<file path="config.mk">
export PLATFORM = sky130hd
export DESIGN_NAME = noise_channel_lfsr_envelope_unit
export DESIGN_NICKNAME = d
export VERILOG_FILES = /design/src/nclfsr_pkg.sv /design/src/nclfsr_cfg.sv /design/src/nclfsr_core.sv /design/src/noise_channel_lfsr_envelope_unit.sv
export SDC_FILE = /design/constraint.sdc
export NUM_CORES = 1
export LEC_CHECK = 0
export BUFFER_PORTS_ARGS = -buffer_cell sky130_fd_sc_hd__buf_2
export CORE_UTILIZATION = 50
export DETAILED_ROUTE_END_ITERATION = 10
export GPL_TIMING_DRIVEN = 0
export PLACE_DENSITY = 0.72
export REMOVE_ABC_BUFFERS = 1
export SLEW_MARGIN = 20
export SYNTH_ARGS = -nofsm -noshare
export SYNTH_HDL_FRONTEND = slang
export SYNTH_SLANG_ARGS = --single-unit
</file>
<file path="constraint.sdc">
create_clock -name clk -period 2.2 [get_ports clk]
set_clock_uncertainty 0.15 [all_clocks]
set_input_delay 0 -clock clk [delete_from_list [all_inputs] [get_ports clk]]
set_output_delay 0 -clock clk [all_outputs]
set_load 0.05 [all_outputs]
</file>
<file path="src/nclfsr_pkg.sv">
// ----------------------------------------------------------------------------
// nclfsr_pkg
// Shared types and constants for the noise voice: register indexes,
// item kinds and the configuration bundle.
// ----------------------------------------------------------------------------
package nclfsr_pkg;

  localparam int unsigned SrW       = 15;
  localparam int unsigned PeriodW   = 12;
  localparam int unsigned LenW      = 8;
  localparam int unsigned LevelW    = 4;
  localparam int unsigned DivW      = 5;
  localparam int unsigned CfgAddrW  = 3;
  localparam int unsigned CfgDataW  = 12;
  localparam int unsigned InDataW   = 16;
  localparam int unsigned OutDataW  = 8;

  localparam logic [SrW-1:0]     SrReset     = 15'h0001;
  localparam logic [SrW-2:0]     FbKeep      = 14'h3FFF;
  localparam logic [LevelW-1:0]  LevelMax    = 4'hF;
  localparam logic [PeriodW-1:0] PeriodReset = 12'd4;

  // item kinds
  typedef enum logic [1:0] {
    FUNC_TICK     = 2'd0,
    FUNC_ENV_CLK  = 2'd1,
    FUNC_LEN_CLK  = 2'd2,
    FUNC_LEN_LOAD = 2'd3
  } func_t;

  // configuration register indexes
  typedef enum logic [CfgAddrW-1:0] {
    REG_SHORT_MODE      = 3'd0,
    REG_TIMER_PERIOD    = 3'd1,
    REG_HALT_REQUEST    = 3'd2,
    REG_CONSTANT_VOLUME = 3'd3,
    REG_VOLUME_OR_DECAY = 3'd4,
    REG_CHANNEL_ENABLED = 3'd5
  } reg_idx_t;

  typedef struct packed {
    logic               short_mode;
    logic [PeriodW-1:0] timer_period;
    logic               halt_request;
    logic               constant_volume;
    logic [LevelW-1:0]  volume_or_decay;
    logic               channel_enabled;
  } cfg_t;

  typedef struct packed {
    logic [LevelW-1:0] sample;
    logic              sample_strobe;
    logic              length_active;
  } result_t;

endpackage

</file>
<file path="src/nclfsr_cfg.sv">
// ----------------------------------------------------------------------------
// nclfsr_cfg
// Configuration register file, write-only, one register per index.
// ----------------------------------------------------------------------------
module nclfsr_cfg
  import nclfsr_pkg::*;
(
  input  logic                clk,
  input  logic                rst_n,
  input  logic                cfg_we,
  input  logic [CfgAddrW-1:0] cfg_addr,
  input  logic [CfgDataW-1:0] cfg_wdata,
  output cfg_t                cfg
);

  cfg_t cfg_r;
  cfg_t cfg_nxt;

  always_comb begin
    cfg_nxt = cfg_r;
    if (cfg_we) begin
      unique case (cfg_addr)
        REG_SHORT_MODE:      cfg_nxt.short_mode      = cfg_wdata[0];
        REG_TIMER_PERIOD:    cfg_nxt.timer_period    = cfg_wdata[PeriodW-1:0];
        REG_HALT_REQUEST:    cfg_nxt.halt_request    = cfg_wdata[0];
        REG_CONSTANT_VOLUME: cfg_nxt.constant_volume = cfg_wdata[0];
        REG_VOLUME_OR_DECAY: cfg_nxt.volume_or_decay = cfg_wdata[LevelW-1:0];
        REG_CHANNEL_ENABLED: cfg_nxt.channel_enabled = cfg_wdata[0];
        default: ; // unmapped index, ignored
      endcase
    end
  end

  always_ff @(posedge clk) begin
    if (!rst_n) begin
      cfg_r <= '{short_mode:      1'b0,
                 timer_period:    PeriodReset,
                 halt_request:    1'b0,
                 constant_volume: 1'b0,
                 volume_or_decay: {LevelW{1'b0}},
                 channel_enabled: 1'b0};
    end else begin
      cfg_r <= cfg_nxt;
    end
  end

  assign cfg = cfg_r;

endmodule

</file>
<file path="src/nclfsr_core.sv">
// ----------------------------------------------------------------------------
// nclfsr_core
// Voice state (shift register, period counter, envelope, length counter)
// and its update for one item, taken into the registers when step is high.
// ----------------------------------------------------------------------------
module nclfsr_core
  import nclfsr_pkg::*;
(
  input  logic            clk,
  input  logic            rst_n,
  input  logic            step,
  input  func_t           func,
  input  logic            len_clocking,
  input  logic [LenW-1:0] length_value,
  input  cfg_t            cfg,
  output result_t         res
);

  logic [SrW-1:0]     shift_r,   shift_nxt;
  logic [PeriodW-1:0] period_r,  period_nxt;
  logic [LenW-1:0]    len_r,     len_nxt;
  logic               pend_r,    pend_nxt;
  logic [LenW-1:0]    amount_r,  amount_nxt;
  logic               halt_r,    halt_nxt;
  logic               restart_r, restart_nxt;
  logic [LevelW-1:0]  level_r,   level_nxt;
  logic [DivW-1:0]    div_r,     div_nxt;
  logic [LevelW-1:0]  vol_r,     vol_nxt;
  logic [LevelW-1:0]  out_r,     out_nxt;
  logic               strobe;
  logic               fb;
  logic               pend_eff;

  always_comb begin
    shift_nxt   = shift_r;
    period_nxt  = period_r;
    len_nxt     = len_r;
    pend_nxt    = pend_r;
    amount_nxt  = amount_r;
    halt_nxt    = halt_r;
    restart_nxt = restart_r;
    level_nxt   = level_r;
    div_nxt     = div_r;
    vol_nxt     = vol_r;
    out_nxt     = out_r;
    strobe      = 1'b0;
    fb          = 1'b0;
    pend_eff    = pend_r;

    unique case (func)
      FUNC_TICK: begin
        halt_nxt = cfg.halt_request;
        // length clock in the same cycle wins over a pending reload if length is nonzero
        if (len_clocking && (len_r != '0)) pend_eff = 1'b0;
        if (pend_eff && cfg.channel_enabled) len_nxt = amount_r;
        pend_nxt = 1'b0;
        if (period_r <= PeriodW'(1)) begin
          period_nxt = cfg.timer_period;
          fb = shift_r[0] ^ (cfg.short_mode ? shift_r[6] : shift_r[1]);
          shift_nxt = {fb, shift_r[SrW-1:1] & FbKeep};
          out_nxt = ((len_nxt != '0) && !shift_nxt[0]) ? vol_r : '0;
          strobe = 1'b1;
        end else begin
          period_nxt = period_r - PeriodW'(1);
        end
      end
      FUNC_ENV_CLK: begin
        if (restart_r) begin
          restart_nxt = 1'b0;
          level_nxt   = LevelMax;
          div_nxt     = DivW'(cfg.volume_or_decay);
        end else if (div_r != '0) begin
          div_nxt = div_r - DivW'(1);
        end else begin
          div_nxt = DivW'(cfg.volume_or_decay);
          if (level_r != '0) level_nxt = level_r - LevelW'(1);
          else if (halt_r)   level_nxt = LevelMax;
        end
        vol_nxt = cfg.constant_volume ? cfg.volume_or_decay : level_nxt;
      end
      FUNC_LEN_CLK: begin
        if (!halt_r && (len_r != '0)) len_nxt = len_r - LenW'(1);
      end
      FUNC_LEN_LOAD: begin
        amount_nxt  = length_value;
        pend_nxt    = 1'b1;
        restart_nxt = 1'b1;
      end
      default: ;
    endcase

    res.sample        = out_nxt;
    res.sample_strobe = strobe;
    res.length_active = (len_nxt != '0);
  end

  always_ff @(posedge clk) begin
    if (!rst_n) begin
      shift_r   <= SrReset;
      period_r  <= '0;
      len_r     <= '0;
      pend_r    <= 1'b0;
      amount_r  <= '0;
      halt_r    <= 1'b0;
      restart_r <= 1'b0;
      level_r   <= '0;
      div_r     <= '0;
      vol_r     <= '0;
      out_r     <= '0;
    end else if (step) begin
      shift_r   <= shift_nxt;
      period_r  <= period_nxt;
      len_r     <= len_nxt;
      pend_r    <= pend_nxt;
      amount_r  <= amount_nxt;
      halt_r    <= halt_nxt;
      restart_r <= restart_nxt;
      level_r   <= level_nxt;
      div_r     <= div_nxt;
      vol_r     <= vol_nxt;
      out_r     <= out_nxt;
    end
  end

endmodule

</file>
<file path="src/noise_channel_lfsr_envelope_unit.sv">
// ----------------------------------------------------------------------------
// noise_channel_lfsr_envelope_unit
// Noise voice: 15-bit feedback shift register with long/short taps, period
// down-counter, decaying envelope and length counter, one result per beat.
// ----------------------------------------------------------------------------
// pipeline: an input beat goes into the input register, then the state update
//   lands in the result register
// throughput: one beat per cycle while out_tready allows; the state update is
//   one pass through the core logic, so each beat sees the prior beat's state
// reset: rst_n synchronous, active low; clears both pipeline registers, the
//   voice state (shift register to 1) and the config (timer_period to 4)
module noise_channel_lfsr_envelope_unit
  import nclfsr_pkg::*;
(
  input  logic                clk,
  input  logic                rst_n,
  // input stream
  input  logic                in_tvalid,
  output logic                in_tready,
  input  logic [InDataW-1:0]  in_tdata,   // [0] clocking_duration, [8:1] length_value
  input  logic [1:0]          in_tuser,   // [1:0] func
  // result stream
  output logic                out_tvalid,
  input  logic                out_tready,
  output logic [OutDataW-1:0] out_tdata,  // [3:0] sample, [4] sample_strobe,
                                          // [5] length_active
  // config write port
  input  logic                cfg_we,
  input  logic [CfgAddrW-1:0] cfg_addr,
  input  logic [CfgDataW-1:0] cfg_wdata
);

  cfg_t cfg;

  // input register
  logic            in_valid_r;
  func_t           func_r;
  logic            clocking_r;
  logic [LenW-1:0] lval_r;

  // result register
  logic    out_valid_r;
  result_t res_r;
  result_t res;

  logic advance;

  // the item in the input register moves on whenever the result slot is
  // free or is being emptied this cycle
  assign advance   = in_valid_r && (!out_valid_r || out_tready);
  // take a new beat when the input register is empty or moving on
  assign in_tready = !in_valid_r || advance;

  nclfsr_cfg u_cfg (
    .clk       (clk),
    .rst_n     (rst_n),
    .cfg_we    (cfg_we),
    .cfg_addr  (cfg_addr),
    .cfg_wdata (cfg_wdata),
    .cfg       (cfg)
  );

  nclfsr_core u_core (
    .clk          (clk),
    .rst_n        (rst_n),
    .step         (advance),
    .func         (func_r),
    .len_clocking (clocking_r),
    .length_value (lval_r),
    .cfg          (cfg),
    .res          (res)
  );

  // input register
  always_ff @(posedge clk) begin
    if (!rst_n) begin
      in_valid_r <= 1'b0;
      func_r     <= FUNC_TICK;
      clocking_r <= 1'b0;
      lval_r     <= '0;
    end else begin
      if (in_tready) begin
        in_valid_r <= in_tvalid;
        if (in_tvalid) begin
          func_r     <= func_t'(in_tuser);
          clocking_r <= in_tdata[0];
          lval_r     <= in_tdata[LenW:1];
        end
      end
    end
  end

  // result register
  always_ff @(posedge clk) begin
    if (!rst_n) begin
      out_valid_r <= 1'b0;
      res_r       <= '0;
    end else begin
      if (advance) begin
        out_valid_r <= 1'b1;
        res_r       <= res;
      end else if (out_tready) begin
        out_valid_r <= 1'b0;
      end
    end
  end

  assign out_tvalid = out_valid_r;
  assign out_tdata  = {2'b00, res_r.length_active, res_r.sample_strobe, res_r.sample};

endmodule

</file>
After elaboration in Yosys (flattened, before gate mapping):

Cells that the tools add are included.

* multiplexer cells: 22
* $add $sub $neg: 4
* magnitude comparators: 1
* eq/ne operators: 8
* reduce and logical (&&, ||, !) cells: 34
* bitwise operators: 1

Operators with widths (count)
* two-way mux 4 bit: 6
* two-way mux 8 bit: 3
* AND reduction 2 bit: 12
* nonzero test 8 bit: 3
* one-hot mux 8 bit (2 select lines): 1
* <= comparator 12 x 1 -> 1 bit (second input constant): 1
* two-way mux 12 bit: 1
* subtractor 12 x 1 -> 12 bit (second input constant): 1
* two-way mux 5 bit: 2
* subtractor 8 x 1 -> 8 bit (second input constant): 1
* two-way mux 1 bit: 7
* equality test 3 x 2 -> 1 bit (second input constant): 2
* equality test 3 bit (second input constant): 2
* nonzero test 2 bit: 3
* logical AND 1 bit: 5
* nonzero test 5 bit: 1
* subtractor 5 x 1 -> 5 bit (second input constant): 1
* equality test 2 bit (second input constant): 2
* zero test 1 bit: 4
* one-hot mux 1 bit (2 select lines): 2
* nonzero test 4 bit: 1
* subtractor 4 x 1 -> 4 bit (second input constant): 1
* equality test 3 x 1 -> 1 bit (second input constant): 1
* zero test 3 bit: 1
* other kinds (5): 6

* input port bits: 38
* register bits: 98
* output and inout bits: 10
* word-level logic and storage cells: 94

Logic depth before layout (Yosys ltp):

* word-level depth: 10
* gate-level depth with buffers: 10
* gate-level depth less buffers: 8

Modules after synthesis:

From an unflattened synthesis, not the netlist that was laid out.

* cells, all modules: 621
* area, all modules: 5251.3 um^2

Modules (own cells, without submodules)
* nclfsr_core: cells an instance 449, area an instance 3601.0 um^2, times used 1
* nclfsr_cfg: cells an instance 84, area an instance 837.1 um^2, times used 1
* noise_channel_lfsr_envelope_unit: cells an instance 88, area an instance 813.3 um^2, times used 1

Least setup slack after synthesis:

OpenSTA, ideal clock, no wires.

* kind: flip-flop to flip-flop
* start point: register u_core.len_r[0]
* end point: register u_core.out_r[0]
* setup time: 0.061 ns
* buffers on the path: 1
* clock period less this slack: 2.372 ns
* cell stages (with the launch flop): 10
* path slack: -0.172 ns
* arrival: 2.161 ns
* cell sequence: dfxtp_1 > clkbuf_1 > inv_1 > ha_1 > nor3b_1 > nand2_1 > a21oi_1 > mux2_2 > nor4_2 > a32o_1

* cells in the longest elaborated chain, start to end: 10

Ends and longest elaborated chain
* start, declared: RTL line nclfsr_core.sv:21 `logic [LenW-1:0] len_r, len_nxt;`
* start signal, assigned: RTL line nclfsr_core.sv:113 `len_r <= len_nxt;`
* nonzero test 8 bit: RTL line nclfsr_core.sv:54 `if (len_clocking && (len_r != '0)) pend_eff = 1'b0;`
* logical AND 1 bit: RTL line nclfsr_core.sv:54
* two-way mux 1 bit: RTL line nclfsr_core.sv:54
* two-way mux 1 bit: RTL line nclfsr_core.sv:50 `unique case (func)`
* logical AND 1 bit: RTL line nclfsr_core.sv:55 `if (pend_eff && cfg.channel_enabled) len_nxt = amount_r;`
* two-way mux 8 bit (*): RTL line nclfsr_core.sv:55
* two-way mux 8 bit (*): RTL line nclfsr_core.sv:50
* nonzero test 8 bit (*): RTL line nclfsr_core.sv:61 `out_nxt = ((len_nxt != '0) && !shift_nxt[0]) ? vol_r : '0;`
* logical AND 1 bit (*): RTL line nclfsr_core.sv:61
* two-way mux 4 bit (*): RTL line nclfsr_core.sv:61
* end signal, assigned: RTL line nclfsr_core.sv:121 `out_r <= out_nxt;`
* end, declared: RTL line nclfsr_core.sv:29 `logic [LevelW-1:0] out_r, out_nxt;`

Every way passes the cells marked *; elsewhere a longest branch is shown, timed or not. The select of a mux whose other input is x is not followed.
A chain may end at the register's enable or synchronous reset.

Worst setup path in the final report:

* start point: register u_core.len_r[1]
* end point: register res_r, in the netlist out_tdata[5]

* cells in the longest elaborated chain, start to end: 9
* elaborated cells on any way between the ends: 12
* those cells by class: add/sub (1); mux (6); reduce/logical (5)

Ends and longest elaborated chain
* nonzero test 8 bit: RTL line nclfsr_core.sv:54, nclfsr_core.sv:82
* logical AND 1 bit: RTL line nclfsr_core.sv:54
* two-way mux 1 bit: RTL line nclfsr_core.sv:54
* two-way mux 1 bit: RTL line nclfsr_core.sv:50
* logical AND 1 bit: RTL line nclfsr_core.sv:55
* two-way mux 8 bit: RTL line nclfsr_core.sv:55
* two-way mux 8 bit: RTL line nclfsr_core.sv:50
* one-hot mux 8 bit (2 select lines) (*): RTL line nclfsr_core.sv:50
* nonzero test 8 bit (*): RTL line nclfsr_core.sv:94 `res.length_active = (len_nxt != '0);`
* end signal, assigned: RTL line noise_channel_lfsr_envelope_unit.sv:101 `res_r <= res;`
* end, declared: RTL line noise_channel_lfsr_envelope_unit.sv:43 `result_t res_r;`

Marked as above.

==> summary.txt <==
Outcome
  • Status: finished with violations
  • Failing checks: setup timing

STA
  • RSZ-0062 raised after global routing: yes
  • Final worst setup slack: -0.007492 ns
  • Slew @ Worst Pin: between 1 and 1.5 ns
  • Count of final setup violators: 1
  • Hold Violations, Final: 0
  • Fin crit share: 100.3%
  • Slew Viols, Final: 0
  • Max Fclk: between 400 and 500 MHz
  • Max-slew headroom: between 30% and 40%
  • Tmin final: 2.207 ns
  • Fin Hold WS: 0.01678 ns

Drt
  • Initial drt markers: roughly 530
  • Vias per inst: 6.093
  • Total number of vias: 4,935
  • Drt pass-1 iters: 6
  • Post-route ant nets: 0
  • Routed length per instance: around 17 um
  • Final wirelength: ~14,000 um
  • Drt drc: 0

Global routing
  • First-pass GRT wire length: roughly 21,000 um
  • Total GRT Usage: 26.76%
  • Number of global-route vias before repair: 4,481
  • Global route total overflow: 0
  • Initial antenna violation count: 0
  • Pin count of the biggest net entering global routing: between 50 and 60

Floorplan
  • Die footprint: 9852 um2
  • Placeable core region: approximately 9000 um2
  • Die Span Y: slightly below 100 um
  • # rows: 35
  • Initial core utilization: about 51%
  • Die X: 99.26 um
  • IO Count: 48

Run
  • Max-cap violations: 0

Synthesis
  • Sequential share of the synthesized area: 41.48%
  • Avg Synthesized Cell Area: 7.830 um2
  • Synthesis-stage register bit count: 98
  • Synth top cells by count: 111 x nand2_1, 98 x dfxtp_1, 79 x a21oi_1
  • Prevailing post-synth register cell: dfxtp_1
  • Synth cell types: 67
  • Area contributors post-synth: dfxtp_1 41%, nand2_1 8.8%, a21oi_1 8.4%
  • Ys Warns: 0
  • Cell taking the most area after synthesis: dfxtp_1
  • Mapped Cells: 604
  • Count leader, synth: nand2_1
  • Mapped cell area: 4730 um2
  • Post-synth EDFFs: 0
  • Asr flop ratio synth: 0%
  • Area share of the largest cell type after synthesis: 41.48%

Power
  • Static Leak: 0.002272 uW
  • Peak VDD IR: 0.0004165 V
  • Pwr/cell area: 753.3 nW/um2

Clocking
  • TritonCTS Buffers: 9
  • Register clock-pin slew on the reported worst setup and hold paths: 0.09 ns
  • CTS tree: yes
  • Clock buffer depth: 2
  • CTS H-tree lvls: 3
  • CTS Root Cell: clkbuf_8
  • Clk sinks: 98
  • Worst-Skew Late Latency: 0.37 ns

Place
  • Port-buffer cells: 38
  • Dpl cell area: roughly 4900 um2
  • Routability cong.: a little under 0.9
  • Hpwl dp: 7461 um
  • Post-Place Cells: 713

Critical path
  • CP Data Arrival Time: 2.29 ns
  • CP max FO: 5
  • CP endpoint kind: flop
  • WS Path Type: reg -> reg
  • Type of origin of the critical path: flop
  • Worst Path Required: 2.28 ns

Finish
  • Layout Cells excl Fill: 810
  • Fin area: 6196 um2
  • Fraction of layout cells with a size suffix above 1: 21.46%
  • Final nets: about 740
  • ANT cells: 0
  • Area delta synth->final: 31.01%
  • Fill cell count: 700

Hold path
  • Worst hold path type: in -> reg
path summary, 6_finish.rpt:
path | cells after the start | from | slack, ns | to
max | 9 | u_core.len_r[1] | -0.007 | out_tdata[5]
min | 4 | cfg_we | 0.02 | u_cfg.cfg[19]
max reg2reg | 9 | u_core.len_r[1] | -0.007 | out_tdata[5]
min reg2reg | 2 | u_core.shift_r[5] | 0.30 | u_core.shift_r[4]
cell families (layout without fill, tap and decap cells):
| logic type | after synthesis | count (layout) | synth area share [%] |
|---|---|---|---|
| and+or+nand+nor | 253 | 255 | 25.74 |
| AOI/OAI and AO/OA | 167 | 167 | 21.64 |
| DFF | 98 | 98 | 41.48 |
| buffers and inverters | 61 | 153 | 5.397 |
| muxes | 13 | 13 | 2.831 |
| adders and majority gates | 10 | 10 | 2.646 |
| other | 1 | 2 | 0.07929 |
| xor gates and xnor gates | 1 | 1 | 0.1852 |
layout make-up:
type                            instances  area [um2]  share of cell area, %
Timing Repair Buffer                  120       969.7                  15.65
Sequential cell                        98        1981                  31.97
Clock inverter                          6       90.09                  1.454
Inverter                               18       72.57                  1.171
Clock buffer                            9       123.9                  1.999
Tap cell                              111       138.9                  2.242
Multi-Input combinational cell        448        2820                  45.52
worst max-delay path, cell delays in order (launching register included):
cell and delay, ns:
dfxtp_4 0.37, inv_4 0.07, ha_4 0.13, nor3b_4 0.28, nand2_2 0.14, buf_4 0.18, a32oi_1 0.18, nand2_1 0.13
nor4b_2 0.32, a31oi_1 0.11
report_power, final:
part | leakage, uW | switching (uW) | internal, uW
clock | 0.000106 | 641 | 638
sequential | 0.000800 | 97.6 | 1850
combinational | 0.00137 | 788 | 649
total | 0.00227 | 1530 | 3140
per-layer routing:
| metal | GRT usage (%) | wire length [um] |
|---|---|---|
| met5 | 0 | 0 |
| met4 | 9.502 | 357 |
| met3 | 4.708 | 859 |
| met2 | 46.05 | 6769 |
| met1 | 33.73 | 5659 |
per-stage QoR:
stage	total power, uW	worst slack (ns)	setup TNS (ns)	util [%]
2_1_floorplan	2637	-0.8945	-16.03	-
3_3_place_gp	2834	-1.439	-54.47	53.01
3_5_place_dp	2900	-1.469	-27.88	53.47
4_1_cts	4379	0.007673	0	64.26
5_1_grt	4857	-0.06115	-0.1878	67.37
6_report	4667	-0.007492	-0.007492	67.37
state kept, by name, indices dropped and copies added (netlist names), 5 cells and up:
name,count
u_core.period_r,12
u_core.div_r,5
u_core.shift_r,15
u_cfg.cfg,20
u_core.amount_r,8
lval_r,8
u_core.len_r,8
layout by cell type, fill, tap and decap left out, types with 7 or more instances in the layout:
cell type        n
nand3_1         30
dfxtp_1         89
o21ai_0         23
nor2_1          40
mux2i_1         10
inv_1           13
nor3_1          11
dlygate4sd3_1   54
nand2_1        108
clkbuf_8         9
buf_2           38
a21oi_1         77
buf_4           25
a211oi_1         7
nand2b_1         7
timing repair:
item,4_1_cts,5_1_grt
setup buffers,8,18
setup endpoints to repair,51,37
hold buffers,54,0
cloned,1,1
resized for setup,43,36
pin swaps,9,9
endpoints found under the hold margin,44,0
No activity file was read; power rests on OpenSTA's default activity.
